File: src/pcd_pkg.sv
// Shared types, constants and functions of the PNG chunk deframer.
// No dependencies; imported by the deframer and its testbench.
package pcd_pkg;

	localparam int unsigned CFG_IDX_W = 3;
	localparam int unsigned CFG_DATA_W = 1;

	// configuration register indexes
	localparam logic [CFG_IDX_W-1:0] CFG_CHECK_LENGTH       = 3'd0;
	localparam logic [CFG_IDX_W-1:0] CFG_CHECK_TYPE_LETTERS = 3'd1;
	localparam logic [CFG_IDX_W-1:0] CFG_CHECK_CRC          = 3'd2;
	localparam logic [CFG_IDX_W-1:0] CFG_CRC_FLAG_ONLY      = 3'd3;
	localparam logic [CFG_IDX_W-1:0] CFG_PASS_DATA          = 3'd4;

	// result kinds
	localparam logic [1:0] KIND_DATA    = 2'd0;
	localparam logic [1:0] KIND_SUMMARY = 2'd1;
	localparam logic [1:0] KIND_ERROR   = 2'd2;

	// crc status of a summary
	localparam logic [1:0] CRC_MISMATCH    = 2'd0;
	localparam logic [1:0] CRC_MATCH       = 2'd1;
	localparam logic [1:0] CRC_NOT_CHECKED = 2'd2;

	// error codes
	localparam logic [2:0] ERR_NONE      = 3'd0;
	localparam logic [2:0] ERR_SIGNATURE = 3'd1;
	localparam logic [2:0] ERR_LENGTH    = 3'd2;
	localparam logic [2:0] ERR_TYPE_CHAR = 3'd3;
	localparam logic [2:0] ERR_CRC       = 3'd4;
	localparam logic [2:0] ERR_TRUNCATED = 3'd5;

	localparam logic [31:0] CRC_POLY  = 32'hEDB8_8320;
	localparam logic [31:0] CRC_INIT  = 32'hFFFF_FFFF;
	localparam logic [31:0] IEND_TYPE = 32'h4945_4E44;

	typedef enum logic [4:0] {
		PH_SIG  = 5'b00001,
		PH_LEN  = 5'b00010,
		PH_TYPE = 5'b00100,
		PH_DATA = 5'b01000,
		PH_CRC  = 5'b10000
	} phase_t;

	// PNG file signature, byte by position
	function automatic logic [7:0] sig_byte(input logic [2:0] idx);
		logic [7:0] b;
		case (idx)
			3'd0: b = 8'h89;
			3'd1: b = 8'h50;
			3'd2: b = 8'h4E;
			3'd3: b = 8'h47;
			3'd4: b = 8'h0D;
			3'd5: b = 8'h0A;
			3'd6: b = 8'h1A;
			3'd7: b = 8'h0A;
			default: b = 8'h00;
		endcase
		return b;
	endfunction

	function automatic logic is_letter(input logic [7:0] b);
		return ((b >= 8'h41) && (b <= 8'h5A)) || ((b >= 8'h61) && (b <= 8'h7A));
	endfunction

	// reflected CRC-32, one byte
	function automatic logic [31:0] crc_byte(input logic [31:0] c_in, input logic [7:0] b);
		logic [31:0] c;
		c = c_in ^ {24'd0, b};
		for (int k = 0; k < 8; k++) begin
			c = c[0] ? ((c >> 1) ^ CRC_POLY) : (c >> 1);
		end
		return c;
	endfunction

endpackage

File: src/pcd_in_if.sv
// Input stream channel of the PNG chunk deframer: one file byte per beat.
// Depends on nothing but the valid/ready convention.
interface pcd_in_if;
	logic       valid;
	logic       ready;
	logic [7:0] in_byte;
	logic       end_of_stream;

	modport source (output valid, output in_byte, output end_of_stream, input ready);
	modport sink   (input valid, input in_byte, input end_of_stream, output ready);
endinterface

File: src/pcd_out_if.sv
// Result channel of the PNG chunk deframer: data byte, chunk summary or error.
// Depends on nothing but the valid/ready convention.
interface pcd_out_if;
	logic        valid;
	logic        ready;
	logic [1:0]  result_kind;
	logic [7:0]  out_byte;
	logic [31:0] chunk_length;
	logic [31:0] chunk_tag;
	logic [1:0]  crc_status;
	logic        is_end_chunk;
	logic [2:0]  error_code;

	modport source (output valid, output result_kind, output out_byte, output chunk_length,
		output chunk_tag, output crc_status, output is_end_chunk, output error_code,
		input ready);
	modport sink   (input valid, input result_kind, input out_byte, input chunk_length,
		input chunk_tag, input crc_status, input is_end_chunk, input error_code,
		output ready);
endinterface

File: src/png_chunk_deframer.sv
// PNG chunk deframer: signature check, chunk split, CRC-32 check, summaries.
// Each result is registered: it is valid in the cycle after the beat that causes it.
// Throughput: one input beat per cycle while the result register is empty or draining.
// Reset (arst_n low, asynchronous): signature phase, CRC all ones, not halted,
// options back to their defaults (all checks on, flag-only off, pass-through on).
// Depends on pcd_pkg, pcd_in_if and pcd_out_if.
module png_chunk_deframer
	import pcd_pkg::*;
(
	input  logic                  clk,
	input  logic                  arst_n,
	pcd_in_if.sink                stream,
	pcd_out_if.source             result,
	input  logic                  wr_en,
	input  logic [CFG_IDX_W-1:0]  wr_index,
	input  logic [CFG_DATA_W-1:0] wr_data
);

	// options
	logic chk_len_q, chk_type_q, chk_crc_q, flag_only_q, pass_data_q;

	// parser state
	phase_t      phase_q, phase_d;
	logic [31:0] cnt_q, cnt_d;
	logic [31:0] len_q, len_d;
	logic [31:0] type_q, type_d;
	logic [31:0] rcrc_q, rcrc_d;
	logic [31:0] crc_q, crc_d;
	logic        halted_q, halted_d;

	// result register
	logic        out_valid_q;
	logic [1:0]  out_kind_q;
	logic [7:0]  out_byte_q;
	logic [31:0] out_len_q;
	logic [31:0] out_type_q;
	logic [1:0]  out_crcst_q;
	logic        out_iend_q;
	logic [2:0]  out_err_q;

	// next result
	logic        emit;
	logic [1:0]  res_kind;
	logic [7:0]  res_byte;
	logic [31:0] res_len;
	logic [31:0] res_type;
	logic [1:0]  res_crcst;
	logic        res_iend;
	logic [2:0]  res_err;

	logic        accept;
	logic [7:0]  b;
	logic [31:0] cnt_inc;
	logic [31:0] crc_upd;
	logic [31:0] len_shift, type_shift, rcrc_shift;

	// a beat goes in whenever the result register is empty or draining
	assign stream.ready = !out_valid_q || result.ready;
	assign accept       = stream.valid && stream.ready;

	assign b          = stream.in_byte;
	assign cnt_inc    = cnt_q + 32'd1;
	assign crc_upd    = crc_byte(crc_q, b);
	assign len_shift  = {len_q[23:0], b};
	assign type_shift = {type_q[23:0], b};
	assign rcrc_shift = {rcrc_q[23:0], b};

	always_comb begin
		phase_d   = phase_q;
		cnt_d     = cnt_q;
		len_d     = len_q;
		type_d    = type_q;
		rcrc_d    = rcrc_q;
		crc_d     = crc_q;
		halted_d  = halted_q;
		emit      = 1'b0;
		res_kind  = KIND_DATA;
		res_byte  = 8'd0;
		res_len   = 32'd0;
		res_type  = 32'd0;
		res_crcst = CRC_MISMATCH;
		res_iend  = 1'b0;
		res_err   = ERR_NONE;

		if (!halted_q) begin
			if (stream.end_of_stream) begin
				// clean end only at a chunk boundary or before the first byte
				if (((phase_q == PH_SIG) || (phase_q == PH_LEN)) && (cnt_q == 32'd0)) begin
					phase_d = PH_SIG;
					cnt_d   = 32'd0;
					len_d   = 32'd0;
					type_d  = 32'd0;
					rcrc_d  = 32'd0;
					crc_d   = CRC_INIT;
				end else begin
					emit     = 1'b1;
					res_kind = KIND_ERROR;
					res_err  = ERR_TRUNCATED;
					halted_d = 1'b1;
				end
			end else begin
				case (phase_q)
					PH_SIG: begin
						if (b != sig_byte(cnt_q[2:0])) begin
							emit     = 1'b1;
							res_kind = KIND_ERROR;
							res_err  = ERR_SIGNATURE;
							halted_d = 1'b1;
						end else if (cnt_q[2:0] == 3'd7) begin
							phase_d = PH_LEN;
							cnt_d   = 32'd0;
							len_d   = 32'd0;
							type_d  = 32'd0;
							rcrc_d  = 32'd0;
							crc_d   = CRC_INIT;
						end else begin
							cnt_d = cnt_inc;
						end
					end
					PH_LEN: begin
						len_d = len_shift;
						cnt_d = cnt_inc;
						if (cnt_q[1:0] == 2'd3) begin
							if (chk_len_q && len_shift[31]) begin
								emit     = 1'b1;
								res_kind = KIND_ERROR;
								res_err  = ERR_LENGTH;
								halted_d = 1'b1;
							end else begin
								phase_d = PH_TYPE;
								cnt_d   = 32'd0;
							end
						end
					end
					PH_TYPE: begin
						if (chk_type_q && !is_letter(b)) begin
							emit     = 1'b1;
							res_kind = KIND_ERROR;
							res_err  = ERR_TYPE_CHAR;
							halted_d = 1'b1;
						end else begin
							type_d = type_shift;
							crc_d  = crc_upd;
							cnt_d  = cnt_inc;
							if (cnt_q[1:0] == 2'd3) begin
								// empty chunk: CRC follows the type directly
								phase_d = (len_q == 32'd0) ? PH_CRC : PH_DATA;
								cnt_d   = 32'd0;
							end
						end
					end
					PH_DATA: begin
						crc_d = crc_upd;
						if (cnt_inc >= len_q) begin
							phase_d = PH_CRC;
							cnt_d   = 32'd0;
						end else begin
							cnt_d = cnt_inc;
						end
						if (pass_data_q) begin
							emit     = 1'b1;
							res_kind = KIND_DATA;
							res_byte = b;
						end
					end
					PH_CRC: begin
						rcrc_d = rcrc_shift;
						cnt_d  = cnt_inc;
						if (cnt_q[1:0] == 2'd3) begin
							if (chk_crc_q && (~crc_q != rcrc_shift) && !flag_only_q) begin
								emit     = 1'b1;
								res_kind = KIND_ERROR;
								res_err  = ERR_CRC;
								halted_d = 1'b1;
							end else begin
								emit      = 1'b1;
								res_kind  = KIND_SUMMARY;
								res_len   = len_q;
								res_type  = type_q;
								res_iend  = (type_q == IEND_TYPE);
								if (!chk_crc_q) begin
									res_crcst = CRC_NOT_CHECKED;
								end else if (~crc_q == rcrc_shift) begin
									res_crcst = CRC_MATCH;
								end else begin
									res_crcst = CRC_MISMATCH;
								end
								// next chunk
								phase_d = PH_LEN;
								cnt_d   = 32'd0;
								len_d   = 32'd0;
								type_d  = 32'd0;
								rcrc_d  = 32'd0;
								crc_d   = CRC_INIT;
							end
						end
					end
					default: begin
						phase_d = phase_q;
					end
				endcase
			end
		end
	end

	// options; only bit 0 of the data matters, unknown indexes are dropped
	always_ff @(posedge clk or negedge arst_n) begin
		if (!arst_n) begin
			chk_len_q   <= 1'b1;
			chk_type_q  <= 1'b1;
			chk_crc_q   <= 1'b1;
			flag_only_q <= 1'b0;
			pass_data_q <= 1'b1;
		end else if (wr_en) begin
			case (wr_index)
				CFG_CHECK_LENGTH:       chk_len_q   <= wr_data[0];
				CFG_CHECK_TYPE_LETTERS: chk_type_q  <= wr_data[0];
				CFG_CHECK_CRC:          chk_crc_q   <= wr_data[0];
				CFG_CRC_FLAG_ONLY:      flag_only_q <= wr_data[0];
				CFG_PASS_DATA:          pass_data_q <= wr_data[0];
				default: ;
			endcase
		end
	end

	// parser state advances once per accepted beat
	always_ff @(posedge clk or negedge arst_n) begin
		if (!arst_n) begin
			phase_q  <= PH_SIG;
			cnt_q    <= 32'd0;
			len_q    <= 32'd0;
			type_q   <= 32'd0;
			rcrc_q   <= 32'd0;
			crc_q    <= CRC_INIT;
			halted_q <= 1'b0;
		end else if (accept) begin
			phase_q  <= phase_d;
			cnt_q    <= cnt_d;
			len_q    <= len_d;
			type_q   <= type_d;
			rcrc_q   <= rcrc_d;
			crc_q    <= crc_d;
			halted_q <= halted_d;
		end
	end

	// result register: control
	always_ff @(posedge clk or negedge arst_n) begin
		if (!arst_n) begin
			out_valid_q <= 1'b0;
		end else if (accept) begin
			out_valid_q <= emit;
		end else if (result.ready) begin
			out_valid_q <= 1'b0;
		end
	end

	// result register: payload
	always_ff @(posedge clk) begin
		if (accept && emit) begin
			out_kind_q  <= res_kind;
			out_byte_q  <= res_byte;
			out_len_q   <= res_len;
			out_type_q  <= res_type;
			out_crcst_q <= res_crcst;
			out_iend_q  <= res_iend;
			out_err_q   <= res_err;
		end
	end

	assign result.valid        = out_valid_q;
	assign result.result_kind  = out_kind_q;
	assign result.out_byte     = out_byte_q;
	assign result.chunk_length = out_len_q;
	assign result.chunk_tag    = out_type_q;
	assign result.crc_status   = out_crcst_q;
	assign result.is_end_chunk = out_iend_q;
	assign result.error_code   = out_err_q;

	// once halted, the parser stays halted until reset
	a_halt_sticks: assert property (@(posedge clk) disable iff (!arst_n)
		halted_q |=> halted_q)
		else $error("halted flag dropped without reset");

	// an error beat on the output means the parser has halted
	a_error_halts: assert property (@(posedge clk) disable iff (!arst_n)
		(out_valid_q && (out_kind_q == KIND_ERROR)) |-> halted_q)
		else $error("error result without halt");

	// signature counter stays inside the signature
	a_sig_count: assert property (@(posedge clk) disable iff (!arst_n)
		(phase_q == PH_SIG) |-> (cnt_q < 32'd8))
		else $error("signature counter out of range");

	// four-byte fields never count past their last byte while parsing
	a_field_count: assert property (@(posedge clk) disable iff (!arst_n)
		(!halted_q && ((phase_q == PH_LEN) || (phase_q == PH_TYPE) || (phase_q == PH_CRC)))
		|-> (cnt_q < 32'd4))
		else $error("field counter out of range");

	// no data phase for an empty chunk, and the data counter stays below the length
	a_data_count: assert property (@(posedge clk) disable iff (!arst_n)
		(phase_q == PH_DATA) |-> (cnt_q < len_q))
		else $error("data counter reached chunk length");

endmodule

File: src/flat_wrapper.sv
// flat-port wrapper written by rule: the top's interface ports become plain ports
module png_chunk_deframer_flat import pcd_pkg::*;
  (clk, arst_n, wr_en, wr_index, wr_data, stream_valid, stream_in_byte, stream_end_of_stream, stream_ready, result_valid, result_result_kind, result_out_byte, result_chunk_length, result_chunk_tag, result_crc_status, result_is_end_chunk, result_error_code, result_ready);
  pcd_in_if stream_i ();
  pcd_out_if result_i ();
  input  logic clk;
  input  logic arst_n;
  input  logic wr_en;
  input  logic [CFG_IDX_W-1:0] wr_index;
  input  logic [CFG_DATA_W-1:0] wr_data;
  input wire logic [$bits(stream_i.valid)-1:0] stream_valid;
  input wire logic [$bits(stream_i.in_byte)-1:0] stream_in_byte;
  input wire logic [$bits(stream_i.end_of_stream)-1:0] stream_end_of_stream;
  output wire logic [$bits(stream_i.ready)-1:0] stream_ready;
  output wire logic [$bits(result_i.valid)-1:0] result_valid;
  output wire logic [$bits(result_i.result_kind)-1:0] result_result_kind;
  output wire logic [$bits(result_i.out_byte)-1:0] result_out_byte;
  output wire logic [$bits(result_i.chunk_length)-1:0] result_chunk_length;
  output wire logic [$bits(result_i.chunk_tag)-1:0] result_chunk_tag;
  output wire logic [$bits(result_i.crc_status)-1:0] result_crc_status;
  output wire logic [$bits(result_i.is_end_chunk)-1:0] result_is_end_chunk;
  output wire logic [$bits(result_i.error_code)-1:0] result_error_code;
  input wire logic [$bits(result_i.ready)-1:0] result_ready;
  assign stream_i.valid = stream_valid;
  assign stream_i.in_byte = stream_in_byte;
  assign stream_i.end_of_stream = stream_end_of_stream;
  assign stream_ready = stream_i.ready;
  assign result_valid = result_i.valid;
  assign result_result_kind = result_i.result_kind;
  assign result_out_byte = result_i.out_byte;
  assign result_chunk_length = result_i.chunk_length;
  assign result_chunk_tag = result_i.chunk_tag;
  assign result_crc_status = result_i.crc_status;
  assign result_is_end_chunk = result_i.is_end_chunk;
  assign result_error_code = result_i.error_code;
  assign result_i.ready = result_ready;
  png_chunk_deframer u_core (.clk(clk), .arst_n(arst_n), .stream(stream_i), .result(result_i), .wr_en(wr_en), .wr_index(wr_index), .wr_data(wr_data));
endmodule
File: config.mk
export PLATFORM = sky130hd
export DESIGN_NAME = png_chunk_deframer_flat
export DESIGN_NICKNAME = d
export VERILOG_FILES = /design/src/pcd_pkg.sv /design/src/pcd_in_if.sv /design/src/pcd_out_if.sv /design/src/png_chunk_deframer.sv /design/src/flat_wrapper.sv
export SDC_FILE = /design/constraint.sdc
export NUM_CORES = 1
export LEC_CHECK = 0
export ABC_AREA = 1
export BUFFER_PORTS_ARGS = -buffer_cell sky130_fd_sc_hd__buf_2
export CELL_PAD_IN_SITES_DETAIL_PLACEMENT = 1
export CELL_PAD_IN_SITES_GLOBAL_PLACEMENT = 2
export CORE_UTILIZATION = 39
export DETAILED_ROUTE_END_ITERATION = 8
export PLACE_DENSITY = 0.82
export SLEW_MARGIN = 5
export SYNTH_ARGS = -nofsm -noshare
export SYNTH_HDL_FRONTEND = slang
export SYNTH_SLANG_ARGS = --single-unit
File: constraint.sdc
create_clock -name clk -period 9.7 [get_ports clk]
set_input_delay 0.485 -clock clk [delete_from_list [all_inputs] [get_ports clk]]
set_output_delay 0.485 -clock clk [all_outputs]
set_load 0.02 [all_outputs]
==> impl_metrics.ini, run 1 <==
[setup_path]
max_stage_delay_ps = 660
timing.rr.end = u_core.cnt_q[14]
r2r_cells = 21
crit_end = u_core.cnt_q[14]
cp-start-kind = flop
endpoint_kind = flop
crit_type = flop to flop
cp.required_ps = 10170
startpoint = u_core.cnt_q[2]
arrival_ps = 4700
cp_max_fo = 11
cp_slowest_cell = dfrtp_1
rrSetupSlack_ps = 5480
cpMostUsedCell = nand2_1
crit_chain = inv_8 > nor3_4 > nand4_1 > nor2_1 > nand2_1 > nor2_2 > nand3_1 > xor2_1 > inv_1 > ha_1 > nand2_1 > nor2_1 > nand4_1 > a21oi_1 > nor2_1 > nand2_1 > inv_1 > nor2_1 > nand4_1 > nand2_1 > nand2_1
crit-reg2reg-launch = u_core.cnt_q[2]

[place]
dp_cells = 2426
portBuffers = 99
place_area_um2 = 15400
place_hpwl_um = 33000
place.gp.congestion = 0.879

[clock_tree]
path_clk_slew_ps = 70
clock-root-buffer = clkbuf_16
clock_path_buffers = 3
htreeDepth = 1
cts.repair.resized = 0
cts_tree = done
ctsHoldBuffers = 0
cts.sinks = 244
post_cts_buffers = 0
numCtsBuffers = 28
clock_latency_ps = 590

[grt]
use_met3 = 0.0280
track_usage = 0.241
use_met1 = 0.354
overflow = 0
grt_pass1_wl_um = 72600
antenna_found_initial = 2
grt_max_degree = 97
grt_busiest_layer = met2
grt_pass1_vias = 12900
grtUsageMet2 = 0.383

[cells_and_area]
stdcell_area_um2 = 16300
layout-drive-gt1-share = 0.129
layout.area.seq_um2 = 6550
final_core_util = 0.445
fillers = 4564
multi_input_area_um2 = 6600
layoutNonFillerInstCount = 2479
area_growth_pct = 12.0
final_nets = 2047

[synth]
synth_seq_area_share = 0.449
synth_commonest_cells = nand2_1, inv_1, nor2_1, nand3_1, dfrtp_1
synth_top_area_share = 0.218
yosys.area.top_type = dfrtp_1
synth_cell_types = 48
synth_area_um2 = 14600
synth_edf_count = 80
yosys_most_used_dff = dfrtp_1
syn_nets = 1971
yosysMostFrequentCell = nand2_1
synthTopCellsByArea = dfrtp_1, edfxtp_1, nand2_1, inv_1, dfstp_2
async_flop_share = 0.672
synth_area_per_cell_um2 = 7.63
synth_seq_cells = 244
ys_warn_count = 0
netlist_instances = 1912

[run]
max_cap_viol_count = 0

[detailed_routing]
wl_per_cell_um = 18.1
drtIter0Drc = 790
num_vias = 12600
ant_nets = 0
via_per_inst = 5.09
drt_pre_antenna_iters = 6
wl_um = 45000
drc = 0

[die]
die-area_um2 = 38200
die_x_um = 195
start_util = 0.397
coreArea_um2 = 36700
fp.dieH_um = 195
rows = 70
ios = 100

[timing]
slew-limit-headroom = 0.264
fin_crit_ps = 4220
setup_viol_count_final = 0
clock_skew_ps = 14.8
max_freq_mhz = 237
finalCritPeriodShare = 0.435
rsz0062_at_grt = false
fin_tns_setup_ps = 0
slew_viol_final = 0
tightest_slew_ps = 1100
hold_viol_final = 0

[pwr]
p_per_area_nw_per_um2 = 143
power.total_mw = 2.33
p_leak_nw = 7.56
vdd_ir_drop_max_v = 0.000135

[worst_hold_path]
hold_class = primary input to async pin

[status]
status = complete, no violations
through the flow:
stage	setup slack, ps	hold slack (ps)
floorplan	4330	189
global placement	5590	466
detailed placement	5520	478
CTS	5490	53.2
global route	4890	72.4
finish	5480	2.24
state kept, by name (all words and copies together) (netlist names):
register,flops
u_core.pass_data_q,1
u_core.rcrc_q,24
u_core.result.is_end_chunk,1
u_core.crc_q,32
u_core.result.error_code,3
u_core.result.chunk_length,32
u_core.chk_len_q,1
u_core.len_q,32
u_core.type_q,32
u_core.result.chunk_tag,32
u_core.phase_q,5
u_core.chk_type_q,1
u_core.halted_q,1
u_core.result.valid,1
u_core.flag_only_q,1
u_core.result.result_kind,2
u_core.cnt_q,32
u_core.result.out_byte,8
u_core.chk_crc_q,1
u_core.result.crc_status,2
layout by cell type, fill, tap and decap left out, types with 4 or more instances in the layout:
master     Yosys  routed
nor4_1        21      21
clkinv_2       0       4
a21oi_1       41      41
inv_1        267     267
xnor2_1       14      14
clkbuf_16      0      28
dfstp_2       37      37
xor2_1        52      52
buf_4          6       7
buf_2         20      98
nand3b_1       4       4
nor3_1        25      25
inv_2         14      14
clkbuf_1      19       8
nor2_1       229     228
o21ai_0       85      85
o21ai_1       17      17
clkbuf_8       0       6
nor2_4         3       4
nand2_1      550     550
edfxtp_1      80      80
nand2_2       21      21
nand3_2        4       5
dfrtp_1      127     127
nand4_1       36      36
nor2_2         9       9
nand3_1      139     138
nand2_4       10      10
ha_1          41      41
worst max-delay path, delay by kind of cell, from the launching register on:
kind,cells,cell delay [ps]
AOI/OAI and AO/OA,1,160
xor gates and xnor gates,1,200
adders and majority gates,1,300
buffers and inverters,3,280
DFF,1,660
and+or+nand+nor,15,2500
power by group:
| group | leakage, nW | internal (mW) | total, mW | switching [mW] |
|---|---|---|---|---|
| clock | 0.470 | 0.659 | 1.11 | 0.453 |
| combinational | 4.52 | 0.0365 | 0.136 | 0.0995 |
| sequential | 2.57 | 1.07 | 1.08 | 0.00879 |
| total | 7.56 | 1.77 | 2.33 | 0.561 |
area by class of cell:
cell class | instances | area share
sequential | 244 | 0.401
inverter | 283 | 0.0657
clock buffer | 42 | 0.0498
multi-input combinational | 1325 | 0.404
tap | 468 | 0.0359
timing repair buffer | 106 | 0.0339
antenna | 1 | 0.000153
clock inverter | 10 | 0.00904
worst min path at each step:
stage          slack, ps               from           endpoint  depth (start not counted)
2_1_floorplan        190             arst_n    u_core.cnt_q[0]                          0
3_3_place_gp         470  u_core.type_q[30]  u_core.type_q[30]                          2
3_5_place_dp         480  u_core.phase_q[0]  u_core.phase_q[0]                          2
4_1_cts               50             arst_n   u_core.len_q[29]                          1
5_1_grt               70             arst_n   u_core.len_q[26]                          1
6_report               2             arst_n   u_core.len_q[22]                          1
layer usage:
metal / share of wire / wire length, um
met2: 0.45 / 20200
met5: 0 / 0
met1: 0.50 / 22400
met3: 0.035 / 1590
met4: 0.017 / 742
kinds of logic after synthesis:
| family | count (synthesis) | synth area share |
|---|---|---|
| adders and majority gates | 41 | 0.0352 |
| AOI/OAI and AO/OA | 154 | 0.0561 |
| xor gates and xnor gates | 67 | 0.0407 |
| DFF | 244 | 0.449 |
| buffers and inverters | 343 | 0.0990 |
| and+or+nand+nor | 1063 | 0.320 |
(Power assumes the default switching activity.)
==> run 2, diff against run 1 <==
--- a/config.mk
+++ b/config.mk
@@ -9,9 +9,9 @@
 export BUFFER_PORTS_ARGS = -buffer_cell sky130_fd_sc_hd__buf_2
 export CELL_PAD_IN_SITES_DETAIL_PLACEMENT = 1
 export CELL_PAD_IN_SITES_GLOBAL_PLACEMENT = 2
-export CORE_UTILIZATION = 39
+export CORE_UTILIZATION = 36
 export DETAILED_ROUTE_END_ITERATION = 8
-export PLACE_DENSITY = 0.82
+export PLACE_DENSITY = 0.76
 export SLEW_MARGIN = 5
 export SYNTH_ARGS = -nofsm -noshare
 export SYNTH_HDL_FRONTEND = slang
==> constraint.sdc (replaced) <==
create_clock -name clk -period 4.35 [get_ports clk]
set_input_delay 0.2175 -clock clk [delete_from_list [all_inputs] [get_ports clk]]
set_output_delay 0.2175 -clock clk [all_outputs]
set_load 0.02 [all_outputs]
==> run 2 against run 1 <==
  * Die area up 8.2%
  * Critical path depth down 2
  * Maximum frequency up 10%
  * Largest cell class unchanged
  * Clock power up 140%
  * Combinational power up 140%
  * Global-route usage down 1.1 points
  * Worst hold slack better by 24 ps
  * Final cell count up 3.6%
  * Non-clock buffer count up 32
  * First-iteration DRC count down 17%
  * Largest power group unchanged
==> impl_metrics.ini, run 2 (synthesis results as in run 1) <==
[place]
place_hpwl_um = 33700
place_area_um2 = 15600
place.gp.congestion = 0.833
portBuffers = 99

[setup_path]
r2r_cells = 19
cp_top_family = simple AND/OR/NAND/NOR gates
cp.required_ps = 4770
max_stage_delay_ps = 480
timing.rr.end = u_core.cnt_q[7]
cp_max_fo = 18
crit_type = flop to flop
crit_chain = inv_1 > nor3_4 > nand4_1 > nor2_1 > nand2_1 > nor2_2 > nand2_1 > xor2_1 > inv_1 > ha_1 > nand2_1 > o21ai_0 > nand2_1 > nand2_1 > nor2_1 > a21oi_1 > nand3_2 > nand2_2 > o21ai_0
critPathBufInv = 2
cp-start-kind = flop
crit-reg2reg-launch = u_core.cnt_q[0]
cpMostUsedCell = nand2_1
cp_slowest_cell = dfrtp_1
startpoint = u_core.cnt_q[0]
arrival_ps = 4260
rrSetupSlack_ps = 510
endpoint_kind = flop

[cells_and_area]
layout.area.seq_um2 = 6550
layout-drive-gt1-share = 0.136
area_growth_pct = 15.2
final_cell_mix = nand2_1, inv_1, nor2_1
antenna_cells = 0
multi_input_area_um2 = 6600
final_nets = 2080
stdcell_area_um2 = 16800
fillers = 4941
final_core_util = 0.422
layout_commonest_cell = nand2_1

[detailed_routing]
ant_nets = 0
drtIter0Drc = 658
num_vias = 12700
wl_per_cell_um = 18.1
drt_pre_antenna_iters = 5
wl_um = 46500
via_per_inst = 4.94
drc = 0

[worst_hold_path]
min_path_cells = 3
hold_start = stream_valid
hold_class = primary input to flop
min_to = u_core.halted_q

[pwr]
p_clk_frac = 0.496
p_per_area_nw_per_um2 = 323
power.share.sequential = 0.444
internal_power_mw = 4.15
switching_share = 0.235
vdd_ir_drop_max_v = 0.000259
switchingPower_mw = 1.27
power_frac_comb = 0.060
power.total_mw = 5.42
p_leak_nw = 7.74

[grt]
grt_pass1_wl_um = 74700
antenna_found_initial = 0
grt_pass1_vias = 13300
overflow = 0
grt_max_degree = 85
track_usage = 0.230

[die]
fp.dieH_um = 203
coreArea_um2 = 39800
rows = 73
ios = 100
start_util = 0.366
die_x_um = 203
die-area_um2 = 41300

[timing]
slew_viol_final = 0
finalCritPeriodShare = 0.882
fin_tns_setup_ps = 0
tightest_slew_ps = 1120
hold_viol_final = 0
setup_viol_count_final = 0
slew-limit-headroom = 0.252
rsz0062_at_grt = false
clock_skew_ps = 18.6
max_freq_mhz = 261
hold_slack_ps = 26.0
fin_crit_ps = 3840

[clock_tree]
clock_latency_ps = 570
path_clk_slew_ps = 70
cts.sinks = 244
htreeDepth = 1
cts.repair.resized = 0
clock_path_buffers = 3
cts_tree = done
numCtsBuffers = 29
clock-root-buffer = clkbuf_16
ctsHoldBuffers = 19
post_cts_buffers = 0

[status]
status = complete, no violations

[run]
max_cap_viol_count = 0
==> run 2: cell count changes in the layout (fill, tap and decap cells not counted), moves of 2 or more <==
cell,before,now
clkinvlp_4,0,3
clkbuf_1,8,3
clkinv_1,2,4
clkbuf_8,6,2
buf_12,0,3
buf_4,7,17
dlygate4sd3_1,0,19
bufinv_16,3,7
==> run 2: per-stage QoR <==
step | instances | setup slack, ps
finish | 2568 | 512
global route | 2568 | 70.1
CTS | 2568 | 504
detailed placement | 2496 | 550
global placement | 2496 | 698
floorplan | 1912 | 307
==> run 2: how the worst max path moves through the flow <==
| stage | endpoint | cells past startpoint |
|---|---|---|
| after detailed placement | u_core.cnt_q[7] | 19 |
| after global routing | u_core.cnt_q[11] | 19 |
| after floorplan | u_core.result.chunk_length[0] | 12 |
| after global placement | u_core.cnt_q[15] | 19 |
| after CTS | u_core.cnt_q[7] | 19 |
| final | u_core.cnt_q[7] | 19 |
==> run 2: power groups by stage <==
stage	logic, mW	registers, mW	clock network (mW)
4_1_cts	0.331	2.41	2.76
6_report	0.327	2.41	2.69
5_1_grt	0.368	2.41	2.85
3_5_place_dp	0.311	2.45	0
3_3_place_gp	0.304	2.45	0
2_1_floorplan	0.187	2.44	0
==> run 2: final cells by class <==
type | count | area share
clock inverters | 19 | 0.0165
multi-input cells | 1325 | 0.393
flip-flops and latches | 244 | 0.390
repair buffers | 138 | 0.0523
clock buffers | 34 | 0.0455
well taps | 525 | 0.0391
inverters | 283 | 0.0638
==> run 2: metal layers <==
layer | GRT usage | up-vias | routed length, um
met2 | 0.365 | 198 | 20700
met1 | 0.336 | 6200 | 23300
met4 | 0.0486 | 0 | 795
met5 | 0 | - | 0
met3 | 0.0272 | 51 | 1670
li1 | - | 6246 | -
==> run 2: worst register-to-register path: stages (launching register included) <==
cell and delay [ps]:
dfrtp_1 480, inv_1 210, nor3_4 270, nand4_1 170, nor2_1 200, nand2_1 150, nor2_2 210, nand2_1 90
xor2_1 200, inv_1 90, ha_1 310, nand2_1 70, o21ai_0 210, nand2_1 80, nand2_1 80, nor2_1 60
a21oi_1 180, nand3_2 130, nand2_2 340, o21ai_0 160
